## src/rtl/ile_pkg.sv

```systemverilog
// shared types and constants for the indexed list engine
package ile_pkg;

  localparam int DEFAULT_CAPACITY = 256;
  localparam int DATA_W           = 32;
  localparam int POS_W            = 8;
  localparam int CMD_W            = 3;
  localparam int STATUS_W         = 2;
  localparam int IN_W             = ((CMD_W + POS_W + DATA_W + 7) / 8) * 8;
  localparam int READ_GROUP       = 16;

  typedef enum logic [CMD_W-1:0] {
    CMD_APPEND   = 3'd0,
    CMD_INSERT   = 3'd1,
    CMD_POP_AT   = 3'd2,
    CMD_POP_LAST = 3'd3,
    CMD_GET      = 3'd4,
    CMD_SET      = 3'd5
  } cmd_t;

  typedef enum logic [STATUS_W-1:0] {
    ST_OK    = 2'd0,
    ST_EMPTY = 2'd1,
    ST_RANGE = 2'd2,
    ST_FULL  = 2'd3
  } status_t;

  // per-cycle action broadcast to every cell
  typedef struct packed {
    logic load;  // cell at index takes the new value
    logic up;    // cells above index take their lower neighbor
    logic down;  // cells at and above index take their upper neighbor
    logic rd;    // cell at index drives its entry onto the read tree
  } cell_ctrl_t;

endpackage

```

## src/rtl/ile_cell.sv

```systemverilog
// one list entry cell of the shift chain
module ile_cell #(
  parameter int CMP_W = 9,
  parameter int IDX   = 0
) (
  input  logic                      clk,
  input  ile_pkg::cell_ctrl_t       ctrl,
  input  logic [CMP_W-1:0]          idx,
  input  logic [ile_pkg::DATA_W-1:0] value,
  input  logic [ile_pkg::DATA_W-1:0] lower,
  input  logic [ile_pkg::DATA_W-1:0] upper,
  output logic [ile_pkg::DATA_W-1:0] entry,
  output logic [ile_pkg::DATA_W-1:0] rd_data
);
  import ile_pkg::*;

  localparam logic [CMP_W-1:0] MY_IDX = CMP_W'(IDX);

  logic hit;
  logic above;

  assign hit   = (idx == MY_IDX);
  assign above = (MY_IDX > idx);

  // entry update: load, shift up or shift down
  always_ff @(posedge clk) begin
    if (ctrl.load && hit) begin
      entry <= value;
    end else if (ctrl.up && above) begin
      entry <= lower;
    end else if (ctrl.down && (above || hit)) begin
      entry <= upper;
    end
  end

  // masked contribution to the read tree, taken before the shift
  assign rd_data = (ctrl.rd && hit) ? entry : '0;

endmodule

```

## config.mk

```make
export PLATFORM = sky130hd
export DESIGN_NAME = ile_cell
export DESIGN_NICKNAME = d
export VERILOG_FILES = /design/src/rtl/ile_pkg.sv /design/src/rtl/ile_cell.sv
export SDC_FILE = /design/constraint.sdc
export NUM_CORES = 1
export LEC_CHECK = 0
export ABC_AREA = 1
export BUFFER_PORTS_ARGS = -buffer_cell sky130_fd_sc_hd__buf_2
export CAP_MARGIN = 0
export CORE_ASPECT_RATIO = 1.4
export CORE_MARGIN = 3
export CORE_UTILIZATION = 35
export CTS_BUF_LIST = sky130_fd_sc_hd__clkbuf_8
export DETAILED_ROUTE_END_ITERATION = 8
export PLACE_DENSITY = 0.79
export SLEW_MARGIN = 0
export SYNTH_ARGS = -nofsm -noshare
export SYNTH_HDL_FRONTEND = slang
export SYNTH_SLANG_ARGS = --single-unit
export TNS_END_PERCENT = 5
```

## constraint.sdc

```tcl
create_clock -name clk -period 2.52 [get_ports clk]
set_clock_uncertainty 0.2 [all_clocks]
set_input_delay 0.252 -clock clk [delete_from_list [all_inputs] [get_ports clk]]
set_output_delay 0.252 -clock clk [all_outputs]
set_load 0.005 [all_outputs]
```

==> impl_metrics.json <==
{
  "max_freq_ghz": 0.528,
  "cts_sinks": 32,
  "ios": 174,
  "setup.worst_path.end_class": "primary output",
  "layout-drive-gt1-share": 0.442,
  "yosys_register_bits": 32,
  "ys_seq_area_frac": 0.521,
  "fp.coreArea_sq_um": 4950,
  "reg_top3": "entry x32",
  "grt_start_max_net_pins": 33,
  "fin_nets": 465,
  "largest_reg_flops": 32,
  "place.port_buffers": 140,
  "worst_slew_pin_slew_ns": 0.384,
  "yosysUniqueCellTypes": 13,
  "die_height_um": 91.9,
  "postRouteWirelength_mm": 5.33,
  "clk_path_buf_depth": 2,
  "slew_headroom": 0.744,
  "ant_nets": 0,
  "synth_fp_nets": 327,
  "hold_class": "primary input to flip-flop",
  "viasPerCell": 4.72,
  "cp_max_fo": 32,
  "synth-edff-count": 32,
  "finalMaxSlewViolations": 0,
  "synth-warning-count": 0,
  "grt_pass1_vias": 1773,
  "arrival_ns": 1.44,
  "crit_path_top_delay_cell": "nand3_4",
  "mappedNetlistArea_sq_um": 1850,
  "ir_drop_mv": 0.268,
  "first_iter_violations": 41,
  "antennaDiodeCount": 0,
  "wl_per_cell_um": 12.7,
  "die_w_um": 67.4,
  "drt_first_pass_iters": 4,
  "remaining_drc_errors": 0,
  "required_ns": 2.07,
  "cts_resized": 0,
  "dr_total_vias": 1979,
  "finalSetupTns_ns": 0,
  "cts_buffers": 5,
  "final.min_clock_period_ns": 1.89,
  "cp_cell_sequence": "buf_2, or2_1, nor2_4, nand3_4, nor2_1, buf_2",
  "cts_setup_buffers": 0,
  "start_kind": "primary input",
  "max_stage_delay_ns": 0.32,
  "area_growth_pct": 43.2,
  "path_class": "primary input to primary output",
  "tritoncts": "built",
  "netlist_instances": 217,
  "whs_ns": 0.0415,
  "fp.dieArea_sq_um": 6190,
  "ctsHoldBuffers": 0,
  "clockRootBuffer": "clkbuf_8",
  "status": "finished clean",
  "largest-register": "entry",
  "power.density_nw_per_um2": 395,
  "final_cell_mix": "140 x buf_2, 65 x nand2_1, 34 x nor2_1",
  "finalHoldViolCount": 0,
  "synthArstFlopShare": 0,
  "drv_cap": 0,
  "grt_setup_unrepaired": "no",
  "grt_usage": 0.168,
  "crit_path_frequent_cell": "buf_2",
  "cts_max_level": 2,
  "dp_hpwl_mm": 4.25,
  "avgSynthCellArea_sq_um": 8.50,
  "cts.clk_slew.worst_paths_ns": 0.06,
  "leakagePower_nw": 1.51,
  "final_common_cell": "buf_2",
  "period_share": 0.751,
  "synth_flop_cell": "edfxtp_1",
  "grt.overflow.total": 0,
  "num_rows": 30,
  "setup_viol": 0,
  "initial_core_util": 0.372,
  "antenna_found_initial": 0,
  "grt_pass1_wl_mm": 8.00,
  "gp_congestion": 0.787
}
[Yosys cell counts (2+ instances only)]
library cell,count,area (sq um)
clkbuf_1,3,11.3
nand2_1,65,244
nor2_1,34,128
buf_6,6,67.6
buf_2,7,35.0
nand4_1,32,200
edfxtp_1,32,961
inv_1,32,120
nand3_4,2,35.0
[worst max-delay path, delay by kind of cell]
family / cells / cell delay, ns
AND/OR/NAND/NOR: 4 / 0.95
buffers and inverters: 2 / 0.23
[routing by layer]
| layer | part of all wire | routed length, um | track usage | vias up |
|---|---|---|---|---|
| met4 | 0.017 | 88 | 0.0474 | 0 |
| met2 | 0.56 | 2960 | 0.326 | 92 |
| met1 | 0.35 | 1870 | 0.170 | 899 |
| li1 | - | - | - | 980 |
| met5 | 0 | 0 | 0 | - |
| met3 | 0.077 | 410 | 0.0368 | 8 |
[cells by family after synthesis]
family          share of synthesized area
buf+inv                             0.127
flops                               0.521
compound gates                    0.00542
simple gates                        0.347
[worst paths after layout]
path	depth (start not counted)	slack, ns	to	from
worst max-delay path	6	0.63	rd_data[25]	idx[3]
worst min-delay path	3	0.04	entry[4]	upper[4]
[power by group]
group          leakage (nW)  internal, mW  total (mW)  switching [mW]
clock                0.0452         0.183       0.350           0.167
combinational          1.17        0.0566       0.108          0.0516
sequential            0.288         0.586       0.587        0.000393
[per-stage QoR]
stage / util / instance area [sq um] / total power [mW] / instances / setup slack, ns
floorplan: - / 1850 / 0.638 / 217 / 0.249
global placement: 0.518 / 2560 / 0.702 / 412 / 0.510
detailed placement: 0.518 / 2560 / 0.707 / 412 / 0.483
CTS: 0.533 / 2640 / 1.06 / 419 / 0.602
global route: 0.533 / 2640 / 1.09 / 419 / 0.494
finish: 0.533 / 2640 / 1.04 / 419 / 0.627
[cell type report]
cell class | count | area, sq um
Clock buffer | 5 | 68.8
Clock inverter | 2 | 8.76
Fill cell | 508 | 2310
Inverter | 32 | 120
Multi-Input combinational cell | 137 | 651
Sequential cell | 32 | 961
Tap cell | 64 | 80.1
Timing Repair Buffer | 147 | 753
(Power assumes the default switching activity.)
